File: config.mk
export PLATFORM = sky130hd
export DESIGN_NAME = swd_queue
export DESIGN_NICKNAME = d
export VERILOG_FILES = /design/src/rtl/core/swd_pkg.sv /design/src/rtl/core/swd_queue.sv
export SDC_FILE = /design/constraint.sdc
export NUM_CORES = 1
export LEC_CHECK = 0
export BUFFER_PORTS_ARGS = -buffer_cell sky130_fd_sc_hd__buf_2
export CAP_MARGIN = 0
export CORE_UTILIZATION = 52
export CTS_CLUSTER_DIAMETER = 40
export CTS_CLUSTER_SIZE = 40
export DETAILED_ROUTE_END_ITERATION = 6
export HOLD_SLACK_MARGIN = 0.02
export PLACE_DENSITY = 0.76
export SLEW_MARGIN = 15
export SYNTH_ARGS = -nofsm -noshare
export SYNTH_HDL_FRONTEND = slang
export SYNTH_SLANG_ARGS = --single-unit
File: constraint.sdc
create_clock -name clk -period 4.4 [get_ports clk]
set_clock_uncertainty 0.05 [all_clocks]
set_input_delay 0.66 -clock clk [delete_from_list [all_inputs] [get_ports clk]]
set_output_delay 0.66 -clock clk [all_outputs]
set_load 0.05 [all_outputs]
File: src/rtl/core/swd_pkg.sv
`timescale 1ns / 1ps
// ---------------------------------------------------------------------------
// swd_pkg
// Shared types, role and status codes and the operand template ROM of the
// SPIR-V word stream decoder.
// ---------------------------------------------------------------------------
package swd_pkg;

  localparam logic [31:0] SPIRV_MAGIC = 32'h0723_0203;
  localparam logic [2:0]  HDR_WORDS   = 3'd5;
  localparam logic [2:0]  HDR_LAST_FIELD = 3'd4;
  localparam int          TMPL_W      = 5;
  localparam int          TMPL_PARTS  = 9;

  // word roles
  localparam logic [4:0] ROLE_MAGIC      = 5'd0;
  localparam logic [4:0] ROLE_SCHEMA     = 5'd4;
  localparam logic [4:0] ROLE_INSTR      = 5'd5;
  localparam logic [4:0] ROLE_ID         = 5'd7;
  localparam logic [4:0] ROLE_ID_LIST    = 5'd9;
  localparam logic [4:0] ROLE_NUM        = 5'd10;
  localparam logic [4:0] ROLE_STRING     = 5'd11;
  localparam logic [4:0] ROLE_WORD_LIST  = 5'd12;
  localparam logic [4:0] ROLE_UNTAGGED   = 5'd20;

  // latched status
  localparam logic [2:0] ST_OK          = 3'd0;
  localparam logic [2:0] ST_NOT_SPIRV   = 3'd1;
  localparam logic [2:0] ST_INCOMPLETE  = 3'd2;
  localparam logic [2:0] ST_NO_TERM     = 3'd3;
  localparam logic [2:0] ST_LEN_MISMATCH = 3'd4;

  // template part byte: [4:0] role, [6:5] slot, [7] optional
  localparam logic [7:0] P_NONE = 8'h00;
  localparam logic [7:0] P_RES  = 8'h06;
  localparam logic [7:0] P_ID0  = 8'h07;
  localparam logic [7:0] P_ID1  = 8'h27;
  localparam logic [7:0] P_OID  = 8'h88;
  localparam logic [7:0] P_IDL  = 8'h89;
  localparam logic [7:0] P_NM0  = 8'h0A;
  localparam logic [7:0] P_NM1  = 8'h2A;
  localparam logic [7:0] P_NM2  = 8'h4A;
  localparam logic [7:0] P_NM3  = 8'h6A;
  localparam logic [7:0] P_STR  = 8'h0B;
  localparam logic [7:0] P_WDL  = 8'h8C;
  localparam logic [7:0] P_EXM  = 8'h0D;
  localparam logic [7:0] P_SCL  = 8'h0E;
  localparam logic [7:0] P_DIM  = 8'h0F;
  localparam logic [7:0] P_ACQ  = 8'h10;
  localparam logic [7:0] P_OAQ  = 8'h90;
  localparam logic [7:0] P_DEC  = 8'h11;
  localparam logic [7:0] P_FMT  = 8'h12;
  localparam logic [7:0] P_FCT  = 8'h13;

  typedef enum logic [1:0] {
    KIND_HEADER,
    KIND_INSTR,
    KIND_OPERAND
  } kind_t;

  // opt_from: first step from which all remaining parts are optional
  typedef struct packed {
    logic [3:0]                  n;
    logic [3:0]                  opt_from;
    logic [TMPL_PARTS-1:0][7:0]  parts;
  } tmpl_t;

  typedef struct packed {
    logic              hit;
    logic [TMPL_W-1:0] id;
  } tmpl_lookup_t;

  // one classified word on its way from front to back
  typedef struct packed {
    kind_t             kind;
    logic [2:0]        hdr_field;
    logic [15:0]       opcode;
    logic [TMPL_W-1:0] tmpl_id;
    logic              known;
    logic              iend;
    logic [2:0]        ferr;
    logic [31:0]       value;
    logic              last;
  } swd_rec_t;

  function automatic tmpl_t mk(input logic [3:0] n, input logic [3:0] of,
                               input logic [7:0] p0 = P_NONE, input logic [7:0] p1 = P_NONE,
                               input logic [7:0] p2 = P_NONE, input logic [7:0] p3 = P_NONE,
                               input logic [7:0] p4 = P_NONE, input logic [7:0] p5 = P_NONE,
                               input logic [7:0] p6 = P_NONE, input logic [7:0] p7 = P_NONE,
                               input logic [7:0] p8 = P_NONE);
    tmpl_t t;
    t.n        = n;
    t.opt_from = of;
    t.parts[0] = p0;
    t.parts[1] = p1;
    t.parts[2] = p2;
    t.parts[3] = p3;
    t.parts[4] = p4;
    t.parts[5] = p5;
    t.parts[6] = p6;
    t.parts[7] = p7;
    t.parts[8] = p8;
    return t;
  endfunction

  function automatic tmpl_lookup_t tmpl_lookup(input logic [15:0] op);
    tmpl_lookup_t lk;
    lk.hit = 1'b1;
    lk.id  = '0;
    case (op)
      16'd0:                      lk.id = 5'd0;
      16'd1, 16'd41, 16'd42:      lk.id = 5'd1;
      16'd2, 16'd4:               lk.id = 5'd2;
      16'd5:                      lk.id = 5'd3;
      16'd6:                      lk.id = 5'd4;
      16'd7, 16'd31:              lk.id = 5'd5;
      16'd8:                      lk.id = 5'd6;
      16'd15:                     lk.id = 5'd7;
      16'd19, 16'd20, 16'd26,
      16'd34, 16'd35, 16'd36,
      16'd37:                     lk.id = 5'd8;
      16'd21:                     lk.id = 5'd9;
      16'd22:                     lk.id = 5'd10;
      16'd23, 16'd24:             lk.id = 5'd11;
      16'd25:                     lk.id = 5'd12;
      16'd27, 16'd29:             lk.id = 5'd13;
      16'd28:                     lk.id = 5'd14;
      16'd30:                     lk.id = 5'd15;
      16'd32:                     lk.id = 5'd16;
      16'd33:                     lk.id = 5'd17;
      16'd38:                     lk.id = 5'd18;
      16'd39:                     lk.id = 5'd19;
      16'd43:                     lk.id = 5'd20;
      16'd44:                     lk.id = 5'd21;
      16'd54:                     lk.id = 5'd22;
      16'd59:                     lk.id = 5'd23;
      16'd71:                     lk.id = 5'd24;
      16'd72:                     lk.id = 5'd25;
      default:                    lk.hit = 1'b0;
    endcase
    return lk;
  endfunction

  function automatic tmpl_t tmpl_entry(input logic [TMPL_W-1:0] id);
    tmpl_t t;
    case (id)
      5'd0:    t = mk(4'd0, 4'd0);
      5'd1:    t = mk(4'd2, 4'd2, P_ID0, P_RES);
      5'd2:    t = mk(4'd1, 4'd1, P_STR);
      5'd3:    t = mk(4'd2, 4'd2, P_ID0, P_STR);
      5'd4:    t = mk(4'd3, 4'd3, P_ID0, P_NM0, P_STR);
      5'd5:    t = mk(4'd2, 4'd2, P_RES, P_STR);
      5'd6:    t = mk(4'd3, 4'd3, P_ID0, P_NM0, P_NM1);
      5'd7:    t = mk(4'd4, 4'd3, P_EXM, P_ID0, P_STR, P_IDL);
      5'd8:    t = mk(4'd1, 4'd1, P_RES);
      5'd9:    t = mk(4'd3, 4'd3, P_RES, P_NM0, P_NM1);
      5'd10:   t = mk(4'd2, 4'd2, P_RES, P_NM0);
      5'd11:   t = mk(4'd3, 4'd3, P_RES, P_ID0, P_NM0);
      5'd12:   t = mk(4'd9, 4'd8, P_RES, P_ID0, P_DIM, P_NM0, P_NM1, P_NM2, P_NM3,
                      P_FMT, P_OAQ);
      5'd13:   t = mk(4'd2, 4'd2, P_RES, P_ID0);
      5'd14:   t = mk(4'd3, 4'd3, P_RES, P_ID0, P_ID1);
      5'd15:   t = mk(4'd2, 4'd1, P_RES, P_IDL);
      5'd16:   t = mk(4'd3, 4'd3, P_RES, P_SCL, P_ID0);
      5'd17:   t = mk(4'd3, 4'd2, P_RES, P_ID0, P_IDL);
      5'd18:   t = mk(4'd2, 4'd2, P_RES, P_ACQ);
      5'd19:   t = mk(4'd2, 4'd2, P_ID0, P_SCL);
      5'd20:   t = mk(4'd3, 4'd2, P_ID0, P_RES, P_WDL);
      5'd21:   t = mk(4'd3, 4'd2, P_ID0, P_RES, P_IDL);
      5'd22:   t = mk(4'd4, 4'd4, P_ID0, P_RES, P_FCT, P_ID1);
      5'd23:   t = mk(4'd4, 4'd3, P_ID0, P_RES, P_SCL, P_OID);
      5'd24:   t = mk(4'd3, 4'd2, P_ID0, P_DEC, P_WDL);
      5'd25:   t = mk(4'd4, 4'd3, P_ID0, P_NM0, P_DEC, P_WDL);
      default: t = mk(4'd0, 4'd0);
    endcase
    return t;
  endfunction

endpackage

File: src/rtl/core/swd_queue.sv
`timescale 1ns / 1ps
// ---------------------------------------------------------------------------
// swd_queue
// Short FIFO of classified words between the front and the back.
// ---------------------------------------------------------------------------
module swd_queue import swd_pkg::*; #(
  parameter int DEPTH = 2
) (
  input  logic     clk,
  input  logic     rst,
  input  logic     push,
  input  swd_rec_t wr_rec,
  output logic     full,
  input  logic     pop,
  output swd_rec_t rd_rec,
  output logic     empty
);

  localparam int PTR_W = $clog2(DEPTH);
  localparam int CNT_W = $clog2(DEPTH + 1);

  swd_rec_t         mem [DEPTH];
  logic [PTR_W-1:0] wr_ptr, rd_ptr;
  logic [CNT_W-1:0] count;

  assign full   = (count == CNT_W'(DEPTH));
  assign empty  = (count == '0);
  assign rd_rec = mem[rd_ptr];

  always_ff @(posedge clk) begin
    if (push) begin
      mem[wr_ptr] <= wr_rec;
    end
  end

  always_ff @(posedge clk) begin
    if (rst) begin
      wr_ptr <= '0;
      rd_ptr <= '0;
      count  <= '0;
    end else begin
      if (push) begin
        wr_ptr <= (wr_ptr == PTR_W'(DEPTH - 1)) ? '0 : wr_ptr + PTR_W'(1);
      end
      if (pop) begin
        rd_ptr <= (rd_ptr == PTR_W'(DEPTH - 1)) ? '0 : rd_ptr + PTR_W'(1);
      end
      if (push && !pop) begin
        count <= count + CNT_W'(1);
      end else if (pop && !push) begin
        count <= count - CNT_W'(1);
      end
    end
  end

endmodule

==> results of run 1 <==
-- cell families after synthesis --
group,count (synthesis),synth area share [%]
xor+xnor,4,0.723
mux,64,14.9
simple gates,9,0.955
fa+ha+maj,1,0.258
flops,133,81.4
compound gates,2,0.206
buf+inv,8,1.63
-- cells in the final DEF, fill, tap and decap left out, types with 2 or more instances in the layout --
cell type / n
xnor2_1: 2
clkinvlp_4: 5
edfxtp_1: 128
buf_4: 4
dfxtp_1: 4
nor2_1: 5
bufinv_16: 3
buf_2: 133
mux2_2: 64
clkinv_2: 2
xor2_1: 2
clkbuf_16: 16
-- power breakdown --
group	internal (W)	switching, W	total, W
clock network	0.000857	0.000479	0.00134
registers	0.00148	0.0000283	0.00151
logic	0.000145	0.000357	0.000502
total	0.00248	0.000865	0.00334
-- cell type report --
class / count / area (µm²) / share of cell area (%)
Sequential cell: 133 / 3950 / 63.5
Multi-Input combinational cell: 80 / 833 / 13.4
Timing Repair Buffer: 138 / 716 / 11.5
Clock buffer: 18 / 418 / 6.73
Clock inverter: 13 / 159 / 2.56
Tap cell: 108 / 135 / 2.18
Inverter: 1 / 3.75 / 0.0604
-- registers in the layout (all words and copies together), names as in the netlist, named ones only --
signal	flops
mem	128
wr_ptr	1
rd_ptr	1
count	2
-- critical path: cells and delay by family (launching register included) --
kind                   cells  cell delay (ns)
muxes                      1             0.39
DFF                        1             0.73
buffers and inverters      2             0.60
-- final timing paths --
check,from,endpoint,cells after the start
worst min register to register,rd_ptr,register,2
worst min-delay path,wr_rec[45],mem[1][45],1
worst max-delay path,register,rd_rec[5],3
worst max register to register,wr_ptr,mem[0][50],2
-- metrics by stage --
stage | utilization [%] | cells | hold WS [ns] | setup WS, ns
global placement | 63.4 | 460 | 0.432 | 1.90
finish | 69.8 | 491 | 0.306 | 1.47
CTS | 69.8 | 491 | 0.272 | 1.37
global route | 69.8 | 491 | 0.263 | 1.29
floorplan | - | 221 | 0.411 | 0.382
detailed placement | 63.4 | 460 | 0.456 | 1.91
-- per-layer routing --
| layer | vias to the layer above | GRT usage (%) | routed length, µm |
|---|---|---|---|
| li1 | 1172 | - | - |
| met1 | 1234 | 21.1 | 3340 |
| met2 | 80 | 29.0 | 4190 |
| met3 | 2 | 7.02 | 469 |
| met4 | 0 | 7.23 | 35 |
| met5 | - | 0 | 0 |
==> results.md, run 1 <==
- Status: finished with violations
- Failing checks: DRC
- Delay of the slowest cell on the worst path: 0.73 ns
- Setup crit start kind: register
- Most numerous cell in the Yosys netlist: edfxtp_1
- Post-route minimum period: around 3 ns
- RSZ-0062 raised after global routing: no
- CTS tree: built
- Sum of negative setup slack: 0 ns
- CP endpoint kind: output pin
- # nets final: 440
- Post-Syn Instances: 221
- Worst hold path class: input port to register
- Yosys cell types: 16
- First-pass GRT wire length: 12500 µm
- Final ANT Viol Nets: 0
- DR vias/cell: between 5 and 6
- Root Buffer: clkbuf_8
- Commonest cells post-synth: edfxtp_1, mux2_2, buf_6
- Total placed instance area: 5630 µm²
- Total CTS buffers: 17
- Post-synthesis cell area: 4850 µm²
- Slowest library cell on the worst path: dfxtp_2
- Layout cell share with drive strength beyond 1: between 60 and 70%
- FFs w/ async S/R, synth: 0%
- Largest net degree at the start of global routing: 36
- Area fraction of the dominant cell type after synthesis: 79.3%
- GP Congestion: 0.672
- Synth Net Count: 290
- Ranking of synthesized cells by area: edfxtp_1, mux2_2, dfxtp_1
- Slew @ Worst Pin: 0.899 ns
- Antenna Cells: 0
- Rel. slew slack: between 30% and 40%
- Crit path cell chain: buf_4 > mux2_2 > buf_2
- Dominant synthesized flop cell: edfxtp_1
- Final setup violation count: 0
- H-Tree Depth: 4
- Syn avg cell area: between 20 and 25 µm²
- Dpl hpwl: 5310 µm
- GRT Util Overall: 17.7%
- Clk slew on worst S/H paths: 0.06 ns
- IO Pins: about 130
- WL/cell: around 16 µm
- Core Region: about 8900 µm²
- Fill cells: 593
- Grt total ovfl: 0
- Initial Util: 54.5%
- Number of global-route vias before repair: 2627
- Post-synth top area cell: edfxtp_1
- Clk_lat worst skew: 0.48 ns
- Setup bufs post-CTS: 0
- Max Freq: 0.341 GHz
- Sequential share of the synthesized area: about four fifths
- R2R setup slack: 2.64 ns
- Number of hold violations in the final report: 0
- Clock Sinks: 133
- P&R area growth vs syn: 28.1%
- Leakage: between 2 and 2.5 nW
- FF+latch count, synth: between 100 and 150
- CP Data Required Time: 3.69 ns
- PortBufs: between 100 and 150
- CP Max Fanout: 27
- Final wirelength: 8030 µm
- Finished Cell Area: 6210 µm²
- Initial detailed-routing violation count: 98
- DIE WIDTH: 98.5 µm
- Power Total: 0.00334 W
- Ys Warns: 0
- Final worst-path cycle share: 66.6%
- Die ar.: slightly below 10000 µm²
- Slew Viols, Final: 0
- Post-CTS sizing: 0
- Power Dens Cells: ~540 nW/µm²
- Post-CTS Hold Fix Bufs: 0
- DRC: 3
- VDD IR max: between 0.3 and 0.4 mV
- CP Class: register to output pin
- Antenna violations before repair: 0
- CP arrival: around 2.2 ns
- Die Y: 98.5 µm
- EDFF count, synth: 128
- Max cap viols: 0
- Row count: 34
- Deepest clock path buffer count: 2
- Drt pass-1 iters: 7
- Via Count: 2488
No activity file was read; power rests on OpenSTA's default activity.
==> run 2: changes to the inputs <==
==> constraint.sdc (replaced) <==
create_clock -name clk -period 3 [get_ports clk]
set_clock_uncertainty 0.05 [all_clocks]
set_input_delay 0.45 -clock clk [delete_from_list [all_inputs] [get_ports clk]]
set_output_delay 0.45 -clock clk [all_outputs]
set_load 0.05 [all_outputs]
==> results.md, run 2 (synthesis gave the netlist of run 1 again) <==
- Status: finished with violations
- Failing checks: DRC
- Slew @ Worst Pin: 0.631 ns
- Largest net degree at the start of global routing: 44
- Final setup violation count: 0
- Drt pass-1 iters: 7
- Layout Cells excl Fill: 492
- Clk slew on worst S/H paths: approximately 0.06 ns
- Setup crit start kind: register
- Leakage: about 2.4 nW
- Power Dens Cells: 790 nW/µm²
- Commonest non-fill, non-tap cell in the layout: buf_2
- VDD IR max: 0.436 mV
- CP Max Fanout: 24
- Hold Path Depth: 1
- Clock Sinks: 133
- Max cap viols: 0
- Dpl hpwl: 5290 µm
- CP arrival: 2.02 ns
- # nets final: approximately 440
- Fill cells: 578
- Top reg by flops: mem
- DIE WIDTH: between 90 and 100 µm
- Antenna Cells: 0
- Total CTS buffers: 17
- Deepest clock path buffer count: 2
- RSZ-0062 raised after global routing: no
- Layout cell share with drive strength beyond 1: 61.5%
- Final ANT Viol Nets: 0
- Setup bufs post-CTS: 0
- Antenna violations before repair: 1
- WL/cell: 16.6 µm
- Post-route minimum period: ~2.5 ns
- Final wirelength: 8170 µm
- Rel. slew slack: 57.9%
- Register-to-Register Path Depth: 2
- CP Class: register to output pin
- Grt total ovfl: 0
- Via Count: about 2500
- Worst hold margin: roughly 0.084 ns
- Clk_lat worst skew: ~0.50 ns
- GP Congestion: 0.725
- Initial Util: roughly 55%
- Max Freq: 0.397 GHz
- Root Buffer: clkbuf_8
- Top Registers: mem x128, count x2
- Row count: 34
- First-pass GRT wire length: 12500 µm
- IO Pins: 134
- Die Y: just under 100 µm
- CP Data Required Time: ~2.5 ns
- Number of global-route vias before repair: 2600
- Core Region: 8890 µm²
- Sum of negative setup slack: 0 ns
- DRC: 11
- DR vias/cell: 5.05
- GRT Util Overall: between 10% and 20%
- PortBufs: around 130
- CTS tree: built
- Most frequent cells in the layout: buf_2, edfxtp_1, mux2_2
- Final core utilization: 70.2%
- Largest register FFs: ~130
- Die ar.: ~9700 µm²
- Post-CTS Hold Fix Bufs: 0
- CP endpoint kind: output pin
- Number of hold violations in the final report: 0
- Initial detailed-routing violation count: 102
- H-Tree Depth: 4
- Slew Viols, Final: 0
- Cells after DPL: 461
- Final worst-path cycle share: approximately 84%
- Post-CTS sizing: 0
- Worst hold path class: input port to register
- P&R area growth vs syn: 28.8%
## run 2: cell types whose count changed in the layout (fill, tap and decap cells not counted), sizes merged
| cell | change |
|---|---|
| buf | +1 |
| clkinv | +3 |
| clkinvlp | -3 |
## run 2: metrics by stage
stage	power (W)	setup WS, ns	area, µm²
2_1_floorplan	0.00281	0.389	4850
3_3_place_gp	0.00298	0.981	5670
3_5_place_dp	0.00300	0.985	5670
4_1_cts	0.00497	0.438	6240
5_1_grt	0.00508	0.395	6240
6_report	0.00493	0.480	6240
## run 2: final timing paths
| check | from | end | slack (ns) |
|---|---|---|---|
| worst max-delay path | register | rd_rec[28] | 0.48 |
| worst min-delay path | wr_rec[54] | mem[0][54] | 0.08 |
| worst max register to register | wr_ptr | mem[1][36] | 1.26 |
| worst min register to register | count[1] | count[1] | 0.45 |
## run 2: layout make-up
type                    instances  area [µm²]  area share [%]
clock inverters                13         159            2.55
multi-input cells              80         833            13.3
clock buffers                  18         418            6.69
flip-flops and latches        133        3950            63.2
well taps                     108         135            2.16
inverters                       1        3.75          0.0601
repair buffers                139         748            12.0
## run 2: worst max-delay path: stages (launching register included)
cell,delay [ns]
dfxtp_2,0.67
buf_12,0.25
mux2_2,0.37
buf_2,0.21
## run 2: metal layers
| metal | vias to the layer above | part of all wire [%] | track usage (%) |
|---|---|---|---|
| li1 | 1174 | - | - |
| met1 | 1200 | 41 | 19.8 |
| met2 | 97 | 50 | 29.8 |
| met3 | 12 | 7.3 | 6.52 |
| met4 | 2 | 1.2 | 8.04 |
| met5 | - | 0.13 | 0 |
## run 2: where the power goes
| part | total (W) | switching, W | internal [W] |
|---|---|---|---|
| Sequential | 0.00221 | 0.0000403 | 0.00217 |
| Combinational | 0.000746 | 0.000526 | 0.000220 |
| Clock | 0.00198 | 0.000724 | 0.00126 |
