===== config.mk =====
export PLATFORM = sky130hd
export DESIGN_NAME = swd_front_flat
export DESIGN_NICKNAME = d
export VERILOG_FILES = /design/src/rtl/core/swd_pkg.sv /design/src/rtl/core/swd_if.sv /design/src/rtl/core/swd_front.sv /design/src/flat_wrapper.sv
export SDC_FILE = /design/constraint.sdc
export NUM_CORES = 1
export LEC_CHECK = 0
export BUFFER_PORTS_ARGS = -buffer_cell sky130_fd_sc_hd__buf_4
export CAP_MARGIN = 5
export CORE_MARGIN = 5
export CORE_UTILIZATION = 48
export DETAILED_ROUTE_END_ITERATION = 8
export PLACE_DENSITY = 0.84
export RECOVER_POWER = 50
export SLEW_MARGIN = 5
export SYNTH_ARGS = -nofsm -noshare
export SYNTH_HDL_FRONTEND = slang
export SYNTH_SLANG_ARGS = --single-unit

===== constraint.sdc =====
create_clock -name clk -period 3.5 [get_ports clk]
set_input_delay 0.7 -clock clk [delete_from_list [all_inputs] [get_ports clk]]
set_output_delay 0.7 -clock clk [all_outputs]
set_load 0.005 [all_outputs]

===== src/rtl/core/swd_pkg.sv =====
`timescale 1ns / 1ps
// ---------------------------------------------------------------------------
// swd_pkg
// Shared types, role and status codes and the operand template ROM of the
// SPIR-V word stream decoder.
// ---------------------------------------------------------------------------
package swd_pkg;

  localparam logic [31:0] SPIRV_MAGIC = 32'h0723_0203;
  localparam logic [2:0]  HDR_WORDS   = 3'd5;
  localparam logic [2:0]  HDR_LAST_FIELD = 3'd4;
  localparam int          TMPL_W      = 5;
  localparam int          TMPL_PARTS  = 9;

  // word roles
  localparam logic [4:0] ROLE_MAGIC      = 5'd0;
  localparam logic [4:0] ROLE_SCHEMA     = 5'd4;
  localparam logic [4:0] ROLE_INSTR      = 5'd5;
  localparam logic [4:0] ROLE_ID         = 5'd7;
  localparam logic [4:0] ROLE_ID_LIST    = 5'd9;
  localparam logic [4:0] ROLE_NUM        = 5'd10;
  localparam logic [4:0] ROLE_STRING     = 5'd11;
  localparam logic [4:0] ROLE_WORD_LIST  = 5'd12;
  localparam logic [4:0] ROLE_UNTAGGED   = 5'd20;

  // latched status
  localparam logic [2:0] ST_OK          = 3'd0;
  localparam logic [2:0] ST_NOT_SPIRV   = 3'd1;
  localparam logic [2:0] ST_INCOMPLETE  = 3'd2;
  localparam logic [2:0] ST_NO_TERM     = 3'd3;
  localparam logic [2:0] ST_LEN_MISMATCH = 3'd4;

  // template part byte: [4:0] role, [6:5] slot, [7] optional
  localparam logic [7:0] P_NONE = 8'h00;
  localparam logic [7:0] P_RES  = 8'h06;
  localparam logic [7:0] P_ID0  = 8'h07;
  localparam logic [7:0] P_ID1  = 8'h27;
  localparam logic [7:0] P_OID  = 8'h88;
  localparam logic [7:0] P_IDL  = 8'h89;
  localparam logic [7:0] P_NM0  = 8'h0A;
  localparam logic [7:0] P_NM1  = 8'h2A;
  localparam logic [7:0] P_NM2  = 8'h4A;
  localparam logic [7:0] P_NM3  = 8'h6A;
  localparam logic [7:0] P_STR  = 8'h0B;
  localparam logic [7:0] P_WDL  = 8'h8C;
  localparam logic [7:0] P_EXM  = 8'h0D;
  localparam logic [7:0] P_SCL  = 8'h0E;
  localparam logic [7:0] P_DIM  = 8'h0F;
  localparam logic [7:0] P_ACQ  = 8'h10;
  localparam logic [7:0] P_OAQ  = 8'h90;
  localparam logic [7:0] P_DEC  = 8'h11;
  localparam logic [7:0] P_FMT  = 8'h12;
  localparam logic [7:0] P_FCT  = 8'h13;

  typedef enum logic [1:0] {
    KIND_HEADER,
    KIND_INSTR,
    KIND_OPERAND
  } kind_t;

  // opt_from: first step from which all remaining parts are optional
  typedef struct packed {
    logic [3:0]                  n;
    logic [3:0]                  opt_from;
    logic [TMPL_PARTS-1:0][7:0]  parts;
  } tmpl_t;

  typedef struct packed {
    logic              hit;
    logic [TMPL_W-1:0] id;
  } tmpl_lookup_t;

  // one classified word on its way from front to back
  typedef struct packed {
    kind_t             kind;
    logic [2:0]        hdr_field;
    logic [15:0]       opcode;
    logic [TMPL_W-1:0] tmpl_id;
    logic              known;
    logic              iend;
    logic [2:0]        ferr;
    logic [31:0]       value;
    logic              last;
  } swd_rec_t;

  function automatic tmpl_t mk(input logic [3:0] n, input logic [3:0] of,
                               input logic [7:0] p0 = P_NONE, input logic [7:0] p1 = P_NONE,
                               input logic [7:0] p2 = P_NONE, input logic [7:0] p3 = P_NONE,
                               input logic [7:0] p4 = P_NONE, input logic [7:0] p5 = P_NONE,
                               input logic [7:0] p6 = P_NONE, input logic [7:0] p7 = P_NONE,
                               input logic [7:0] p8 = P_NONE);
    tmpl_t t;
    t.n        = n;
    t.opt_from = of;
    t.parts[0] = p0;
    t.parts[1] = p1;
    t.parts[2] = p2;
    t.parts[3] = p3;
    t.parts[4] = p4;
    t.parts[5] = p5;
    t.parts[6] = p6;
    t.parts[7] = p7;
    t.parts[8] = p8;
    return t;
  endfunction

  function automatic tmpl_lookup_t tmpl_lookup(input logic [15:0] op);
    tmpl_lookup_t lk;
    lk.hit = 1'b1;
    lk.id  = '0;
    case (op)
      16'd0:                      lk.id = 5'd0;
      16'd1, 16'd41, 16'd42:      lk.id = 5'd1;
      16'd2, 16'd4:               lk.id = 5'd2;
      16'd5:                      lk.id = 5'd3;
      16'd6:                      lk.id = 5'd4;
      16'd7, 16'd31:              lk.id = 5'd5;
      16'd8:                      lk.id = 5'd6;
      16'd15:                     lk.id = 5'd7;
      16'd19, 16'd20, 16'd26,
      16'd34, 16'd35, 16'd36,
      16'd37:                     lk.id = 5'd8;
      16'd21:                     lk.id = 5'd9;
      16'd22:                     lk.id = 5'd10;
      16'd23, 16'd24:             lk.id = 5'd11;
      16'd25:                     lk.id = 5'd12;
      16'd27, 16'd29:             lk.id = 5'd13;
      16'd28:                     lk.id = 5'd14;
      16'd30:                     lk.id = 5'd15;
      16'd32:                     lk.id = 5'd16;
      16'd33:                     lk.id = 5'd17;
      16'd38:                     lk.id = 5'd18;
      16'd39:                     lk.id = 5'd19;
      16'd43:                     lk.id = 5'd20;
      16'd44:                     lk.id = 5'd21;
      16'd54:                     lk.id = 5'd22;
      16'd59:                     lk.id = 5'd23;
      16'd71:                     lk.id = 5'd24;
      16'd72:                     lk.id = 5'd25;
      default:                    lk.hit = 1'b0;
    endcase
    return lk;
  endfunction

  function automatic tmpl_t tmpl_entry(input logic [TMPL_W-1:0] id);
    tmpl_t t;
    case (id)
      5'd0:    t = mk(4'd0, 4'd0);
      5'd1:    t = mk(4'd2, 4'd2, P_ID0, P_RES);
      5'd2:    t = mk(4'd1, 4'd1, P_STR);
      5'd3:    t = mk(4'd2, 4'd2, P_ID0, P_STR);
      5'd4:    t = mk(4'd3, 4'd3, P_ID0, P_NM0, P_STR);
      5'd5:    t = mk(4'd2, 4'd2, P_RES, P_STR);
      5'd6:    t = mk(4'd3, 4'd3, P_ID0, P_NM0, P_NM1);
      5'd7:    t = mk(4'd4, 4'd3, P_EXM, P_ID0, P_STR, P_IDL);
      5'd8:    t = mk(4'd1, 4'd1, P_RES);
      5'd9:    t = mk(4'd3, 4'd3, P_RES, P_NM0, P_NM1);
      5'd10:   t = mk(4'd2, 4'd2, P_RES, P_NM0);
      5'd11:   t = mk(4'd3, 4'd3, P_RES, P_ID0, P_NM0);
      5'd12:   t = mk(4'd9, 4'd8, P_RES, P_ID0, P_DIM, P_NM0, P_NM1, P_NM2, P_NM3,
                      P_FMT, P_OAQ);
      5'd13:   t = mk(4'd2, 4'd2, P_RES, P_ID0);
      5'd14:   t = mk(4'd3, 4'd3, P_RES, P_ID0, P_ID1);
      5'd15:   t = mk(4'd2, 4'd1, P_RES, P_IDL);
      5'd16:   t = mk(4'd3, 4'd3, P_RES, P_SCL, P_ID0);
      5'd17:   t = mk(4'd3, 4'd2, P_RES, P_ID0, P_IDL);
      5'd18:   t = mk(4'd2, 4'd2, P_RES, P_ACQ);
      5'd19:   t = mk(4'd2, 4'd2, P_ID0, P_SCL);
      5'd20:   t = mk(4'd3, 4'd2, P_ID0, P_RES, P_WDL);
      5'd21:   t = mk(4'd3, 4'd2, P_ID0, P_RES, P_IDL);
      5'd22:   t = mk(4'd4, 4'd4, P_ID0, P_RES, P_FCT, P_ID1);
      5'd23:   t = mk(4'd4, 4'd3, P_ID0, P_RES, P_SCL, P_OID);
      5'd24:   t = mk(4'd3, 4'd2, P_ID0, P_DEC, P_WDL);
      5'd25:   t = mk(4'd4, 4'd3, P_ID0, P_NM0, P_DEC, P_WDL);
      default: t = mk(4'd0, 4'd0);
    endcase
    return t;
  endfunction

endpackage


===== src/rtl/core/swd_if.sv =====
`timescale 1ns / 1ps
// ---------------------------------------------------------------------------
// swd_if
// Valid/ready channels of the decoder: input words and labelled results.
// ---------------------------------------------------------------------------
interface swd_in_if;
  logic        valid;
  logic        ready;
  logic [31:0] word;
  logic        last_word;

  modport source (output valid, output word, output last_word, input ready);
  modport sink   (input valid, input word, input last_word, output ready);
endinterface



===== src/rtl/core/swd_front.sv =====
`timescale 1ns / 1ps
// ---------------------------------------------------------------------------
// swd_front
// Frames the word stream: header position, instruction length countdown and
// template lookup on each instruction header; raises framing errors.
// ---------------------------------------------------------------------------
module swd_front import swd_pkg::*; (
  input  logic     clk,
  input  logic     rst,
  swd_in_if.sink   words,
  output logic     push,
  output swd_rec_t rec,
  input  logic     full
);

  logic [2:0]        hdr_pos, hdr_pos_next;
  logic [15:0]       words_left, words_left_next;
  logic [TMPL_W-1:0] tmpl_id, tmpl_id_next;
  logic              known, known_next;
  logic [15:0]       len;
  tmpl_lookup_t      look;
  tmpl_t             look_ent;

  assign words.ready = !full;
  assign push        = words.valid && !full;

  always_comb begin
    look     = tmpl_lookup(words.word[15:0]);
    look_ent = tmpl_entry(look.id);
    len      = words.word[31:16];

    rec           = '0;
    rec.value     = words.word;
    rec.last      = words.last_word;
    rec.tmpl_id   = tmpl_id;
    rec.known     = known;
    rec.ferr      = ST_OK;

    hdr_pos_next    = hdr_pos;
    words_left_next = words_left;
    tmpl_id_next    = tmpl_id;
    known_next      = known;

    if (hdr_pos < HDR_WORDS) begin
      rec.kind      = KIND_HEADER;
      rec.hdr_field = hdr_pos;
      if ((hdr_pos == 3'd0 && words.word != SPIRV_MAGIC) ||
          (words.last_word && hdr_pos < HDR_LAST_FIELD)) begin
        rec.ferr = ST_NOT_SPIRV;
      end
      hdr_pos_next = hdr_pos + 3'd1;
    end else if (words_left == '0) begin
      rec.kind     = KIND_INSTR;
      rec.opcode   = words.word[15:0];
      rec.known    = look.hit;
      rec.tmpl_id  = look.id;
      tmpl_id_next = look.id;
      known_next   = look.hit;
      if (len == '0) begin
        // zero word count would never end: flag and close the instruction
        rec.iend        = 1'b1;
        rec.ferr        = ST_LEN_MISMATCH;
        words_left_next = '0;
      end else begin
        words_left_next = len - 16'd1;
        rec.iend        = (words_left_next == '0);
        if (words.last_word && words_left_next != '0) begin
          rec.ferr = ST_INCOMPLETE;
        end else if (rec.iend && look.hit && look_ent.opt_from != 4'd0) begin
          rec.ferr = ST_LEN_MISMATCH;
        end
      end
    end else begin
      rec.kind        = KIND_OPERAND;
      words_left_next = words_left - 16'd1;
      rec.iend        = (words_left_next == '0);
      if (words.last_word && !rec.iend) begin
        rec.ferr = ST_INCOMPLETE;
      end
    end
  end

  always_ff @(posedge clk) begin
    if (rst) begin
      hdr_pos    <= '0;
      words_left <= '0;
      tmpl_id    <= '0;
      known      <= 1'b0;
    end else if (push) begin
      if (words.last_word) begin
        hdr_pos    <= '0;
        words_left <= '0;
        tmpl_id    <= '0;
        known      <= 1'b0;
      end else begin
        hdr_pos    <= hdr_pos_next;
        words_left <= words_left_next;
        tmpl_id    <= tmpl_id_next;
        known      <= known_next;
      end
    end
  end

endmodule


===== src/flat_wrapper.sv =====
// flat-port wrapper written by rule: the top's interface ports become plain ports
module swd_front_flat import swd_pkg::*;
  (clk, rst, push, rec, full, words_valid, words_word, words_last_word, words_ready);
  swd_in_if words_i ();
  input  logic clk;
  input  logic rst;
  output logic push;
  output swd_rec_t rec;
  input  logic full;
  input wire logic [$bits(words_i.valid)-1:0] words_valid;
  input wire logic [$bits(words_i.word)-1:0] words_word;
  input wire logic [$bits(words_i.last_word)-1:0] words_last_word;
  output wire logic [$bits(words_i.ready)-1:0] words_ready;
  assign words_i.valid = words_valid;
  assign words_i.word = words_word;
  assign words_i.last_word = words_last_word;
  assign words_ready = words_i.ready;
  swd_front u_core (.clk(clk), .rst(rst), .words(words_i), .push(push), .rec(rec), .full(full));
endmodule

==> flow_summary_export.csv <==
group,metric,value,unit
cells_and_area,finalNetCount,626,
synth,ys_ff_latch,25,
synth,synth_area_leaders,"dfxtp_1, buf_4, nor2_1, a21oi_1, ha_1",
synth,ys_types,74,
worst_setup_path,crit_chain,"buf_4 > nor3_2 > nand4b_1 > or2_1 > or3_4 > ha_1 > nor4_2 > nor2_1 > o41ai_2 > a211oi_2 > buf_4",
worst_setup_path,critPathMaxStageDelay,0.43,ns
power_and_ir_drop,power.switching,0.2213,mW
floorplanning,initial_utilization,0.4941,
clock_network,clkTransAtPathRegs,0.08,ns
cells_and_area,instances_no_fill,672,
cells_and_area,diodes,0,
worst_setup_path,cp_slowest_cell,"or3_4",
cells_and_area,multiInputGateArea,0.002467,mm^2
placement,gp_congestion,0.9039,
status,violations,"setup timing",
worst_setup_path,crit_arrival,2.93,ns
sta,slew_violations,0,
power_and_ir_drop,ir_drop,158.7,uV
sta,rsz0062_at_grt,"yes",
worst_setup_path,end_kind,"output pin",
sta,setup_viol,1,
worst_setup_path,cp_max_fo,5,
power_and_ir_drop,swShare,0.3170,
synth,yosysSeqAreaShare,0.1483,
synth,syn_area,0.003376,mm^2
synth,synth-edff-count,0,
power_and_ir_drop,clock_power_share,0.251,
clock_network,worstSkewPairLatency,0.28,ns
power_and_ir_drop,p_leak,1.822,nW
synth,yosys_most_used_dff,"dfxtp_1",
power_and_ir_drop,pwr-share-seq,0.409,
detailed_routing,drt_wl_total,10720,um
synth,synth_nets,536,
sta,setup_ws,-0.1255,ns
worst_setup_path,crit_top_cell,"buf_4",
sta,max_clock_freq,275.8,MHz
detailed_routing,num_vias,3994,
clock_network,clock_path_buffers,2,
power_and_ir_drop,p_comb_frac,0.340,
sta,tightest_slew,0.7568,ns
global_routing,grt_pass1_wl,17080,um
hold_path,hold_path_class,"reg2reg",
synth,synthArstFlopShare,0,
power_and_ir_drop,power.density,162.7,mW/mm^2
worst_setup_path,path_depth,11,
synth,synthCells,487,
worst_setup_path,r2r_cells,9,
cells_and_area,final_cell_area,0.004290,mm^2
worst_setup_path,reg2reg_to,"u_core.words_left[7]",
clock_network,cts_sinks,25,
worst_setup_path,path_buf_inv,2,
placement,dp.cells,668,
worst_setup_path,critical_path_class,"in2out",
clock_network,cts_hold_buf,0,
sta,min_period,3.626,ns
synth,synth_top_area_cell,"dfxtp_1",
floorplanning,ios,103,
worst_setup_path,crit_required,2.80,ns
sta,hold_viol_final,0,
cells_and_area,fin_util,0.6280,
detailed_routing,drt-wirelength-per-cell,15.95,um
synth,ys_warn_count,0,
detailed_routing,firstDrtPassIters,5,
cells_and_area,fillers,609,
placement,dp.final_hpwl,8423,um
global_routing,grtUsageTotal,0.2321,
cells_and_area,syn_to_final_growth,27.09,%
floorplanning,core,0.006832,mm^2
sta,relSlewSlack,0.4936,
global_routing,grt_pass1_vias,3758,
power_and_ir_drop,p_int,0.4768,mW
cells_and_area,drive_gt1_frac,0.3021,
worst_setup_path,crit_end,"rec[35]",
detailed_routing,drc,0,
floorplanning,die_w,93.86,um
worst_setup_path,critPathLaunch,"words_word[7]",
detailed_routing,drt_iter0_drc,307,
job,cap_violations,0,
floorplanning,core.rowCount,30,
placement,dpl_cell_area,0.004232,mm^2
cells_and_area,seqCellArea,500.5,um^2
sta,skew,0.01352,ns
synth,syn_area_per_cell,6.932,um^2
worst_setup_path,worstReg2RegStart,"u_core.words_left[0]",
sta,min_period_over_period,1.036,
worst_setup_path,critical-path-top-delay-family,"simple AND/OR/NAND/NOR gates",
global_routing,antenna_found_initial,0,
clock_network,cts_buffers,3,
clock_network,htree_levels,1,
detailed_routing,vias_per_cell,5.943,
global_routing,grt_max_degree,26,
sta,whs,0.4716,ns
placement,port_buffers,102,
worst_setup_path,r2r_slack,0.71,ns
clock_network,cts_tree,"done",
status,status,"complete, but fails checks",
floorplanning,fp.dieH,93.86,um
clock_network,clockRootBuffer,"clkbuf_8",
worst_setup_path,worstSetupStartpointType,"input port",
detailed_routing,ant_nets,0,
floorplanning,fp.dieArea,0.008810,mm^2
clock_network,post_cts_buffers,0,
synth,synth_top_area_share,0.1483,
global_routing,overflow,0,
## metrics by stage
stage	power, mW	setup TNS (ns)	setup WS, ns
floorplan	0.4274	0	0.05560
global placement	0.5252	-0.1206	-0.1206
detailed placement	0.5313	-0.2219	-0.2219
CTS	0.7058	-0.1186	-0.1186
global route	0.7325	-0.4335	-0.2177
finish	0.6980	-0.1255	-0.1255
## layout make-up
class / instances / area share
clock buffers: 4 / 0.01050
inverters: 18 / 0.01691
multi-input cells: 376 / 0.5751
flip-flops and latches: 25 / 0.1167
well taps: 96 / 0.02800
repair buffers: 153 / 0.2528
## layer usage
metal | vias to the layer above | wire, um | track usage
met5 | - | 0 | 0
met4 | 0 | 181 | 0.05656
met3 | 22 | 731 | 0.03285
met2 | 178 | 5323 | 0.4110
met1 | 1863 | 4484 | 0.2940
li1 | 1931 | - | -
## power groups by stage
| stage | combinational, mW | clock, mW | sequential (mW) |
|---|---|---|---|
| detailed placement | 0.239 | 0 | 0.292 |
| floorplan | 0.135 | 0 | 0.292 |
| CTS | 0.242 | 0.178 | 0.286 |
| global route | 0.258 | 0.189 | 0.286 |
| finish | 0.237 | 0.175 | 0.286 |
| global placement | 0.233 | 0 | 0.292 |
## flip-flops by register name, summed over array words and instances, names as in the netlist
| signal | count |
|---|---|
| u_core.hdr_pos | 3 |
| u_core.known | 1 |
| u_core.words_left | 16 |
| u_core.tmpl_id | 5 |
## how the worst min path moves through the flow
stage / startpoint / slack [ns] / end / cells after the start
floorplan: u_core.tmpl_id[4] / 0.44 / u_core.tmpl_id[4] / 2
global placement: u_core.tmpl_id[4] / 0.45 / u_core.tmpl_id[4] / 2
detailed placement: u_core.tmpl_id[4] / 0.46 / u_core.tmpl_id[4] / 2
CTS: u_core.tmpl_id[4] / 0.47 / u_core.tmpl_id[4] / 2
global route: u_core.tmpl_id[4] / 0.52 / u_core.tmpl_id[4] / 2
finish: u_core.tmpl_id[4] / 0.47 / u_core.tmpl_id[4] / 2
## cell usage after synthesis, types with 4 or more instances
master	number
nor2_1	57
buf_4	35
nand2_1	34
a21oi_1	32
dfxtp_1	25
o21ai_0	22
and3_1	21
clkbuf_1	18
inv_1	17
nor3_1	17
nor4_1	14
ha_1	12
buf_2	10
nand3_1	10
nand2b_1	9
nor2b_1	9
a22oi_1	8
nand4_1	8
o21ai_1	8
xnor2_1	8
xor2_1	8
a31oi_1	7
o211ai_1	7
nor3b_1	6
a221oi_1	4
a222oi_1	4
nor4_2	4
## placed cells by master (no fill, tap or decap), types with 3 or more instances in the layout
cell type and instances:
o21ai_0 22, nor4_1 10, o211ai_1 7, dfxtp_1 25, a21oi_1 32, xor2_1 8
a222oi_1 4, nand2_1 34, o21a_1 3, and3_1 21, a32oi_1 3, clkbuf_1 18
nor3_2 3, a22oi_1 8, nor4_2 6, a221oi_1 4, nor2_1 56, nor3_1 14
nand2b_1 9, clkbuf_4 4, or3_1 3, nor4_4 3, nand4_1 8, clkbuf_8 3
xnor2_1 8, nand4b_1 3, o21ai_1 8, nor3b_1 5, buf_4 132, ha_1 12
a31oi_1 7, nand3_1 10, inv_1 15, nor2b_1 7
## cells by family after synthesis
logic type,synth area share
adders and majority gates,0.04744
DFF,0.1483
buffers and inverters,0.1468
xor gates and xnor gates,0.04151
AOI/OAI and AO/OA,0.2469
and+or+nand+nor,0.3599
muxes,0.009266
## tightest hold or removal path: cells and delay by family (launching register included)
kind | cells | cell delay, ns
flops | 1 | 0.32
compound gates | 1 | 0.06
simple gates | 1 | 0.05
## what timing repair did
item / in CTS / in global routing
hold endpoints to repair: 0 / 0
cloned: 0 / 0
resized for setup: 6 / 11
pin swaps: 1 / 1
setup endpoints to repair: 1 / 3
(Power assumes the default switching activity.)
