<file path="src/rtl/core/swd_pkg.sv">
`timescale 1ns / 1ps
// ---------------------------------------------------------------------------
// swd_pkg
// Shared types, role and status codes and the operand template ROM of the
// SPIR-V word stream decoder.
// ---------------------------------------------------------------------------
package swd_pkg;

  localparam logic [31:0] SPIRV_MAGIC = 32'h0723_0203;
  localparam logic [2:0]  HDR_WORDS   = 3'd5;
  localparam logic [2:0]  HDR_LAST_FIELD = 3'd4;
  localparam int          TMPL_W      = 5;
  localparam int          TMPL_PARTS  = 9;

  // word roles
  localparam logic [4:0] ROLE_MAGIC      = 5'd0;
  localparam logic [4:0] ROLE_SCHEMA     = 5'd4;
  localparam logic [4:0] ROLE_INSTR      = 5'd5;
  localparam logic [4:0] ROLE_ID         = 5'd7;
  localparam logic [4:0] ROLE_ID_LIST    = 5'd9;
  localparam logic [4:0] ROLE_NUM        = 5'd10;
  localparam logic [4:0] ROLE_STRING     = 5'd11;
  localparam logic [4:0] ROLE_WORD_LIST  = 5'd12;
  localparam logic [4:0] ROLE_UNTAGGED   = 5'd20;

  // latched status
  localparam logic [2:0] ST_OK          = 3'd0;
  localparam logic [2:0] ST_NOT_SPIRV   = 3'd1;
  localparam logic [2:0] ST_INCOMPLETE  = 3'd2;
  localparam logic [2:0] ST_NO_TERM     = 3'd3;
  localparam logic [2:0] ST_LEN_MISMATCH = 3'd4;

  // template part byte: [4:0] role, [6:5] slot, [7] optional
  localparam logic [7:0] P_NONE = 8'h00;
  localparam logic [7:0] P_RES  = 8'h06;
  localparam logic [7:0] P_ID0  = 8'h07;
  localparam logic [7:0] P_ID1  = 8'h27;
  localparam logic [7:0] P_OID  = 8'h88;
  localparam logic [7:0] P_IDL  = 8'h89;
  localparam logic [7:0] P_NM0  = 8'h0A;
  localparam logic [7:0] P_NM1  = 8'h2A;
  localparam logic [7:0] P_NM2  = 8'h4A;
  localparam logic [7:0] P_NM3  = 8'h6A;
  localparam logic [7:0] P_STR  = 8'h0B;
  localparam logic [7:0] P_WDL  = 8'h8C;
  localparam logic [7:0] P_EXM  = 8'h0D;
  localparam logic [7:0] P_SCL  = 8'h0E;
  localparam logic [7:0] P_DIM  = 8'h0F;
  localparam logic [7:0] P_ACQ  = 8'h10;
  localparam logic [7:0] P_OAQ  = 8'h90;
  localparam logic [7:0] P_DEC  = 8'h11;
  localparam logic [7:0] P_FMT  = 8'h12;
  localparam logic [7:0] P_FCT  = 8'h13;

  typedef enum logic [1:0] {
    KIND_HEADER,
    KIND_INSTR,
    KIND_OPERAND
  } kind_t;

  // opt_from: first step from which all remaining parts are optional
  typedef struct packed {
    logic [3:0]                  n;
    logic [3:0]                  opt_from;
    logic [TMPL_PARTS-1:0][7:0]  parts;
  } tmpl_t;

  typedef struct packed {
    logic              hit;
    logic [TMPL_W-1:0] id;
  } tmpl_lookup_t;

  // one classified word on its way from front to back
  typedef struct packed {
    kind_t             kind;
    logic [2:0]        hdr_field;
    logic [15:0]       opcode;
    logic [TMPL_W-1:0] tmpl_id;
    logic              known;
    logic              iend;
    logic [2:0]        ferr;
    logic [31:0]       value;
    logic              last;
  } swd_rec_t;

  function automatic tmpl_t mk(input logic [3:0] n, input logic [3:0] of,
                               input logic [7:0] p0 = P_NONE, input logic [7:0] p1 = P_NONE,
                               input logic [7:0] p2 = P_NONE, input logic [7:0] p3 = P_NONE,
                               input logic [7:0] p4 = P_NONE, input logic [7:0] p5 = P_NONE,
                               input logic [7:0] p6 = P_NONE, input logic [7:0] p7 = P_NONE,
                               input logic [7:0] p8 = P_NONE);
    tmpl_t t;
    t.n        = n;
    t.opt_from = of;
    t.parts[0] = p0;
    t.parts[1] = p1;
    t.parts[2] = p2;
    t.parts[3] = p3;
    t.parts[4] = p4;
    t.parts[5] = p5;
    t.parts[6] = p6;
    t.parts[7] = p7;
    t.parts[8] = p8;
    return t;
  endfunction

  function automatic tmpl_lookup_t tmpl_lookup(input logic [15:0] op);
    tmpl_lookup_t lk;
    lk.hit = 1'b1;
    lk.id  = '0;
    case (op)
      16'd0:                      lk.id = 5'd0;
      16'd1, 16'd41, 16'd42:      lk.id = 5'd1;
      16'd2, 16'd4:               lk.id = 5'd2;
      16'd5:                      lk.id = 5'd3;
      16'd6:                      lk.id = 5'd4;
      16'd7, 16'd31:              lk.id = 5'd5;
      16'd8:                      lk.id = 5'd6;
      16'd15:                     lk.id = 5'd7;
      16'd19, 16'd20, 16'd26,
      16'd34, 16'd35, 16'd36,
      16'd37:                     lk.id = 5'd8;
      16'd21:                     lk.id = 5'd9;
      16'd22:                     lk.id = 5'd10;
      16'd23, 16'd24:             lk.id = 5'd11;
      16'd25:                     lk.id = 5'd12;
      16'd27, 16'd29:             lk.id = 5'd13;
      16'd28:                     lk.id = 5'd14;
      16'd30:                     lk.id = 5'd15;
      16'd32:                     lk.id = 5'd16;
      16'd33:                     lk.id = 5'd17;
      16'd38:                     lk.id = 5'd18;
      16'd39:                     lk.id = 5'd19;
      16'd43:                     lk.id = 5'd20;
      16'd44:                     lk.id = 5'd21;
      16'd54:                     lk.id = 5'd22;
      16'd59:                     lk.id = 5'd23;
      16'd71:                     lk.id = 5'd24;
      16'd72:                     lk.id = 5'd25;
      default:                    lk.hit = 1'b0;
    endcase
    return lk;
  endfunction

  function automatic tmpl_t tmpl_entry(input logic [TMPL_W-1:0] id);
    tmpl_t t;
    case (id)
      5'd0:    t = mk(4'd0, 4'd0);
      5'd1:    t = mk(4'd2, 4'd2, P_ID0, P_RES);
      5'd2:    t = mk(4'd1, 4'd1, P_STR);
      5'd3:    t = mk(4'd2, 4'd2, P_ID0, P_STR);
      5'd4:    t = mk(4'd3, 4'd3, P_ID0, P_NM0, P_STR);
      5'd5:    t = mk(4'd2, 4'd2, P_RES, P_STR);
      5'd6:    t = mk(4'd3, 4'd3, P_ID0, P_NM0, P_NM1);
      5'd7:    t = mk(4'd4, 4'd3, P_EXM, P_ID0, P_STR, P_IDL);
      5'd8:    t = mk(4'd1, 4'd1, P_RES);
      5'd9:    t = mk(4'd3, 4'd3, P_RES, P_NM0, P_NM1);
      5'd10:   t = mk(4'd2, 4'd2, P_RES, P_NM0);
      5'd11:   t = mk(4'd3, 4'd3, P_RES, P_ID0, P_NM0);
      5'd12:   t = mk(4'd9, 4'd8, P_RES, P_ID0, P_DIM, P_NM0, P_NM1, P_NM2, P_NM3,
                      P_FMT, P_OAQ);
      5'd13:   t = mk(4'd2, 4'd2, P_RES, P_ID0);
      5'd14:   t = mk(4'd3, 4'd3, P_RES, P_ID0, P_ID1);
      5'd15:   t = mk(4'd2, 4'd1, P_RES, P_IDL);
      5'd16:   t = mk(4'd3, 4'd3, P_RES, P_SCL, P_ID0);
      5'd17:   t = mk(4'd3, 4'd2, P_RES, P_ID0, P_IDL);
      5'd18:   t = mk(4'd2, 4'd2, P_RES, P_ACQ);
      5'd19:   t = mk(4'd2, 4'd2, P_ID0, P_SCL);
      5'd20:   t = mk(4'd3, 4'd2, P_ID0, P_RES, P_WDL);
      5'd21:   t = mk(4'd3, 4'd2, P_ID0, P_RES, P_IDL);
      5'd22:   t = mk(4'd4, 4'd4, P_ID0, P_RES, P_FCT, P_ID1);
      5'd23:   t = mk(4'd4, 4'd3, P_ID0, P_RES, P_SCL, P_OID);
      5'd24:   t = mk(4'd3, 4'd2, P_ID0, P_DEC, P_WDL);
      5'd25:   t = mk(4'd4, 4'd3, P_ID0, P_NM0, P_DEC, P_WDL);
      default: t = mk(4'd0, 4'd0);
    endcase
    return t;
  endfunction

endpackage

</file>
<file path="src/rtl/core/swd_if.sv">


interface swd_out_if;
  logic        valid;
  logic        ready;
  logic [4:0]  role;
  logic [1:0]  slot_index;
  logic [15:0] opcode;
  logic [31:0] value;
  logic        known_opcode;
  logic        instr_end;
  logic [2:0]  status;

  modport source (output valid, output role, output slot_index, output opcode, output value,
                  output known_opcode, output instr_end, output status, input ready);
  modport sink   (input valid, input role, input slot_index, input opcode, input value,
                  input known_opcode, input instr_end, input status, output ready);
endinterface

</file>
<file path="src/rtl/core/swd_back.sv">
`timescale 1ns / 1ps
// ---------------------------------------------------------------------------
// swd_back
// Walks the operand template, tags each word, latches the first error and
// holds the labelled word in the output register.
// ---------------------------------------------------------------------------
module swd_back import swd_pkg::*; (
  input  logic      clk,
  input  logic      rst,
  input  swd_rec_t  head,
  input  logic      empty,
  output logic      pop,
  swd_out_if.source labels
);

  logic [2:0]  err, err_next;
  logic [3:0]  step, step_next;
  logic        in_str, in_str_next;
  logic [15:0] op_hold, op_hold_next;

  logic        out_valid;
  logic [4:0]  role_r, role_next;
  logic [1:0]  slot_r, slot_next;
  logic [15:0] op_r, op_next;
  logic [31:0] value_r;
  logic        known_r, known_next;
  logic        iend_r, iend_next;
  logic [2:0]  status_r;

  tmpl_t       ent;
  logic        step_ok;
  logic [7:0]  part;
  logic        zero_byte;
  logic [2:0]  tpl_err;

  assign pop = !empty && (!out_valid || labels.ready);

  always_comb begin
    ent       = tmpl_entry(head.tmpl_id);
    step_ok   = step < ent.n;
    part      = step_ok ? ent.parts[step] : P_NONE;
    zero_byte = (head.value[7:0] == 8'h00) || (head.value[15:8] == 8'h00) ||
                (head.value[23:16] == 8'h00) || (head.value[31:24] == 8'h00);

    role_next    = ROLE_UNTAGGED;
    slot_next    = '0;
    op_next      = op_hold;
    known_next   = 1'b0;
    iend_next    = 1'b0;
    err_next     = err;
    step_next    = step;
    in_str_next  = in_str;
    op_hold_next = op_hold;
    tpl_err      = ST_OK;

    // once an error is latched every word passes through untagged
    if (err == ST_OK) begin
      case (head.kind)
        KIND_HEADER: begin
          role_next = {2'b00, head.hdr_field};
          op_next   = '0;
          err_next  = head.ferr;
        end
        KIND_INSTR: begin
          role_next    = ROLE_INSTR;
          op_next      = head.opcode;
          op_hold_next = head.opcode;
          known_next   = head.known;
          iend_next    = head.iend;
          step_next    = '0;
          in_str_next  = 1'b0;
          err_next     = head.ferr;
        end
        KIND_OPERAND: begin
          known_next = head.known;
          iend_next  = head.iend;
          if (head.known) begin
            if (in_str) begin
              role_next = ROLE_STRING;
              if (zero_byte) begin
                in_str_next = 1'b0;
                step_next   = step + 4'd1;
              end
            end else if (step_ok) begin
              role_next = part[4:0];
              if (role_next inside {ROLE_ID, ROLE_NUM}) begin
                slot_next = part[6:5];
              end
              if (role_next inside {ROLE_ID_LIST, ROLE_WORD_LIST}) begin
                // list element: template stays on this part
              end else if (role_next == ROLE_STRING) begin
                if (zero_byte) begin
                  step_next = step + 4'd1;
                end else begin
                  in_str_next = 1'b1;
                end
              end else begin
                step_next = step + 4'd1;
              end
            end else begin
              tpl_err = ST_LEN_MISMATCH;
            end
            if (head.iend && tpl_err == ST_OK) begin
              if (in_str_next) begin
                tpl_err = ST_NO_TERM;
              end else if (step_next < ent.opt_from) begin
                tpl_err = ST_LEN_MISMATCH;
              end
            end
          end
          err_next = (tpl_err != ST_OK) ? tpl_err : head.ferr;
        end
        default: begin
        end
      endcase
    end
  end

  always_ff @(posedge clk) begin
    if (rst) begin
      out_valid <= 1'b0;
      err       <= ST_OK;
      step      <= '0;
      in_str    <= 1'b0;
      op_hold   <= '0;
    end else begin
      if (pop) begin
        out_valid <= 1'b1;
        if (head.last) begin
          err     <= ST_OK;
          step    <= '0;
          in_str  <= 1'b0;
          op_hold <= '0;
        end else begin
          err     <= err_next;
          step    <= step_next;
          in_str  <= in_str_next;
          op_hold <= op_hold_next;
        end
      end else if (labels.ready) begin
        out_valid <= 1'b0;
      end
    end
  end

  always_ff @(posedge clk) begin
    if (pop) begin
      role_r   <= role_next;
      slot_r   <= slot_next;
      op_r     <= op_next;
      value_r  <= head.value;
      known_r  <= known_next;
      iend_r   <= iend_next;
      status_r <= err_next;
    end
  end

  assign labels.valid        = out_valid;
  assign labels.role         = role_r;
  assign labels.slot_index   = slot_r;
  assign labels.opcode       = op_r;
  assign labels.value        = value_r;
  assign labels.known_opcode = known_r;
  assign labels.instr_end    = iend_r;
  assign labels.status       = status_r;

endmodule

</file>
<file path="src/flat_wrapper.sv">
// flat-port wrapper written by rule: the top's interface ports become plain ports
module swd_back_flat import swd_pkg::*;
  (clk, rst, head, empty, pop, labels_valid, labels_role, labels_slot_index, labels_opcode, labels_value, labels_known_opcode, labels_instr_end, labels_status, labels_ready);
  swd_out_if labels_i ();
  input  logic clk;
  input  logic rst;
  input  swd_rec_t head;
  input  logic empty;
  output logic pop;
  output wire logic [$bits(labels_i.valid)-1:0] labels_valid;
  output wire logic [$bits(labels_i.role)-1:0] labels_role;
  output wire logic [$bits(labels_i.slot_index)-1:0] labels_slot_index;
  output wire logic [$bits(labels_i.opcode)-1:0] labels_opcode;
  output wire logic [$bits(labels_i.value)-1:0] labels_value;
  output wire logic [$bits(labels_i.known_opcode)-1:0] labels_known_opcode;
  output wire logic [$bits(labels_i.instr_end)-1:0] labels_instr_end;
  output wire logic [$bits(labels_i.status)-1:0] labels_status;
  input wire logic [$bits(labels_i.ready)-1:0] labels_ready;
  assign labels_valid = labels_i.valid;
  assign labels_role = labels_i.role;
  assign labels_slot_index = labels_i.slot_index;
  assign labels_opcode = labels_i.opcode;
  assign labels_value = labels_i.value;
  assign labels_known_opcode = labels_i.known_opcode;
  assign labels_instr_end = labels_i.instr_end;
  assign labels_status = labels_i.status;
  assign labels_i.ready = labels_ready;
  swd_back u_core (.clk(clk), .rst(rst), .head(head), .empty(empty), .pop(pop), .labels(labels_i));
endmodule
</file>
<file path="config.mk">
export PLATFORM = sky130hd
export DESIGN_NAME = swd_back_flat
export DESIGN_NICKNAME = d
export VERILOG_FILES = /design/src/rtl/core/swd_pkg.sv /design/src/rtl/core/swd_if.sv /design/src/rtl/core/swd_back.sv /design/src/flat_wrapper.sv
export SDC_FILE = /design/constraint.sdc
export NUM_CORES = 1
export LEC_CHECK = 0
export BUFFER_PORTS_ARGS = -buffer_cell sky130_fd_sc_hd__buf_4
export CAP_MARGIN = 20
export CORE_UTILIZATION = 58
export DETAILED_ROUTE_END_ITERATION = 10
export PLACE_DENSITY = 0.87
export SYNTH_ARGS = -nofsm -noshare
export SYNTH_HDL_FRONTEND = slang
export SYNTH_SLANG_ARGS = --single-unit
export TNS_END_PERCENT = 10
</file>
<file path="constraint.sdc">
create_clock -name clk -period 10.45 [get_ports clk]
set_input_delay 2.09 -clock clk [delete_from_list [all_inputs] [get_ports clk]]
set_output_delay 2.09 -clock clk [all_outputs]
set_load 0.1 [all_outputs]
</file>
==> flow_summary.yaml <==
critical_path:
  cpMostUsedCell: "ha_1"
  cp-end-kind: "register"
  start_kind: "primary input"
  cp_max_fo: 10
  cp.arrival_ps: 6610
  reg2reg_slack_ps: 5770
  r2r-start: "u_core.step[0]"
  crit_type: "in2reg"
  cpPeakStageDelay_ps: 360
  r2r_cells: 17
  crit_chain: "buf_4 -> inv_1 -> ha_1 -> nand3_1 -> o21ai_0 -> a21oi_1 -> ha_1 -> a21o_1 -> a21oi_1 -> and2_1 -> nand3_1 -> a31oi_2 -> nor2_1 -> nor2_1 -> xor2_1 -> ha_1 -> a211oi_1 -> inv_1 -> a211o_1 -> a22o_1 -> a21oi_2 -> o21bai_1"
  r2r_end: "u_core.labels.status[0]"
  required_ps: 10560
  cp_slowest_cell: "a211oi_1"
die:
  initial_utilization_pct: 60.2
  rows: 33
  ioPinCount: 130
  die_area_mm2: 0.00890
  dieHeight_um: 94.3
  die_w_um: 94.3
  coreArea_mm2: 0.00822
drt:
  vias: 4467
  vias_per_cell: 6.27
  drc: 0
  dr.max_layer_used: "met4"
  drt_wl_total_um: 13400
  dr_wl_met2_um: 6670
  wl_per_cell_um: 18.8
  ant_nets: 0
  wl_met1_um: 5240
  drtPass1Iterations: 5
  drt_iter0_markers: 277
  wl_met3_um: 1010
clock_network:
  htreeDepth: 3
  ctsResizeCount: 0
  cts_tree: "yes"
  cts_made_buffers: 9
  ctsHoldBuffers: 0
  clk-insertion-delay-late_ps: 360
  cts-root-buf: "clkbuf_8"
  clk_pin_slew_ps: 90
  cts_sinks: 85
  cts_setup_buffers: 0
  cts_max_path_buffers: 2
grt:
  antenna_found_initial: 0
  grt_overflow: 0
  grt_pass1_vias: 4094
  grtUsageTotal_pct: 30.1
  grt_max_degree: 67
  grt_pass1_wl_um: 20400
sta:
  layout_setup_ws_ps: 3940
  finalSetupViolCount: 0
  timing.clock.skew_ps: 14.4
  hold_violations: 0
  rsz0062_at_grt: "no"
  fmax_mhz: 154
  setup_tns_ps: 0
  max_slew.worst_pin.slew_ps: 828
  post-route-period-util_pct: 62.3
  period_needed_ps: 6510
  finalMaxSlewViolations: 0
  relSlewSlack_pct: 44.8
placed_design:
  gp_congestion: 0.936
  port_buffers: 129
  place_hpwl_um: 9710
  dpl_worst_slack_ps: 3690
min_path:
  min_delay_path_depth: 2
  hp-class: "reg2reg"
  min_to: "u_core.op_hold[3]"
  min-delay-start: "u_core.op_hold[3]"
power_and_ir_drop:
  power.internal_mw: 0.568
  p_switching_mw: 0.333
  powerDensity_mw_per_mm2: 147
  pwr-share-clk_pct: 26.5
  p_leak_nw: 2.49
  combPwrFrac_pct: 30.1
  ir_drop_v: 0.0000932
  p_sw_share_pct: 37.0
  seqPwrFrac_pct: 43.3
final_layout:
  n_antenna_cell: 0
  drive_above_1_share_pct: 28.3
  final_nets: 691
  area_growth_pct: 23.9
logic_synthesis:
  ys_warn_count: 0
  syn_nets: 578
  synth_flop_cell: "edfxtp_1"
  syn_inst: 489
  synth_edf_count: 60
  syn_area_per_cell_um2: 10.1
  async_flop_share_pct: 0
  syn_area_mm2: 0.00495
  ys_seq_area_share_pct: 46.5
  ys_ff_latch: 85
  yosysUniqueCellTypes: 76
status:
  outcome: "finished, final reports clean"
flow_run:
  drv_cap: 0
[worst max-delay path by stage]
stage / depth (start not counted) / to / slack [ps] / start
3_5_place_dp: 23 / u_core.labels.status[0] / 3690 / head[39]
3_3_place_gp: 23 / u_core.labels.status[0] / 3870 / head[40]
5_1_grt: 22 / u_core.labels.status[0] / 3590 / head[39]
2_1_floorplan: 3 / pop / 3500 / labels_ready
6_report: 22 / u_core.labels.status[0] / 3940 / head[39]
4_1_cts: 23 / u_core.labels.status[0] / 4040 / head[39]
[synthesized netlist by cell type, types with 3 or more instances]
library cell	n	share of area [%]
edfxtp_1	60	36
nor2_1	45	3.4
a21oi_1	39	3.9
nand2_1	33	2.5
dfxtp_1	25	10
ha_1	21	5.3
nor3b_1	19	2.9
a22o_1	17	3.0
clkbuf_1	17	1.3
o21ai_0	17	1.7
nor4_1	13	1.6
inv_1	11	0.83
nor3_1	11	1.1
nand2b_1	10	1.3
nand3_1	9	0.91
a31oi_1	7	0.89
o211ai_1	7	1.1
buf_2	6	0.61
a21o_1	5	0.76
and2_1	5	0.63
mux2i_1	5	1.0
nand3b_1	5	0.76
nand4_1	5	0.63
nor2b_1	5	0.63
or3_1	5	0.63
a211o_1	4	0.71
a211oi_1	4	0.61
and3_1	4	0.51
buf_6	3	0.68
mux2_2	3	0.68
o21a_1	3	0.46
o21ai_1	3	0.30
o21bai_1	3	0.46
o311ai_1	3	0.53
o31ai_1	3	0.46
or4_1	3	0.46
[power groups by stage]
stage	clock network [mW]	registers [mW]	logic [mW]
after global routing	0.253	0.392	0.284
after global placement	0	0.396	0.264
after floorplan	0	0.514	0.0836
final	0.239	0.390	0.271
after detailed placement	0	0.398	0.268
after CTS	0.239	0.390	0.269
[critical path: cells and delay by family]
| kind | cells | cell delay, ps |
|---|---|---|
| xor gates and xnor gates | 1 | 190 |
| AOI/OAI and AO/OA | 10 | 2130 |
| and+or+nand+nor | 5 | 960 |
| buffers and inverters | 3 | 380 |
| adders and majority gates | 3 | 870 |
[per-stage QoR]
step	instances	util, %	total power [mW]	area [um^2]	hold slack [ps]
after floorplan	489	-	0.597	4950	453
after global placement	695	72.0	0.660	5910	466
after detailed placement	695	72.0	0.666	5910	480
after CTS	711	74.4	0.898	6110	500
after global routing	712	74.6	0.929	6130	533
final	712	74.6	0.900	6130	503
[layout by cell type (no fill, tap or decap), types with 7 or more instances in the layout]
master,Yosys,routed
a21oi_1,39,39
a22o_1,17,17
a31oi_1,7,7
buf_4,2,132
clkbuf_8,0,9
dfxtp_1,25,25
edfxtp_1,60,60
ha_1,21,21
inv_1,11,11
nand2_1,33,33
nand2b_1,10,10
nand3_1,9,9
nor2_1,45,45
nor3_1,11,11
nor3b_1,19,19
nor4_1,13,13
o211ai_1,7,7
o21ai_0,17,17
[kinds of logic (layout without fill, tap and decap cells)]
logic type	Yosys count	after routing	synth area share [%]
AO/OA/AOI/OAI	137	137	19.4
flip-flops	85	85	46.5
adder cells (fa/ha/maj)	21	21	5.31
AND/OR/NAND/NOR	191	191	21.9
XOR/XNOR	3	3	0.531
buffers and inverters	43	161	4.25
multiplexers	9	9	2.15
[routing by layer]
metal | GRT usage [%] | up-vias
li1 | - | 2086
met1 | 37.0 | 2099
met2 | 50.1 | 240
met3 | 6.76 | 42
met4 | 14.0 | 0
met5 | 0 | -
[sequential cells by signal (all words and copies together), names as in the netlist]
register                    flops
u_core.labels.valid             1
u_core.labels.slot_index        2
u_core.labels.role              5
u_core.labels.status            3
u_core.step                     4
u_core.labels.opcode           16
u_core.in_str                   1
u_core.labels.instr_end         1
u_core.err                      3
u_core.labels.value            32
u_core.labels.known_opcode      1
u_core.op_hold                 16
[cell type report]
class | instances | area, um^2
fill | 567 | 2090
tap | 105 | 131
clock buffer | 10 | 128
sequential | 85 | 2300
inverter | 12 | 45.0
timing repair buffer | 133 | 1010
multi-input combinational | 361 | 2440
clock inverter | 6 | 68.8
(Power assumes the default switching activity.)
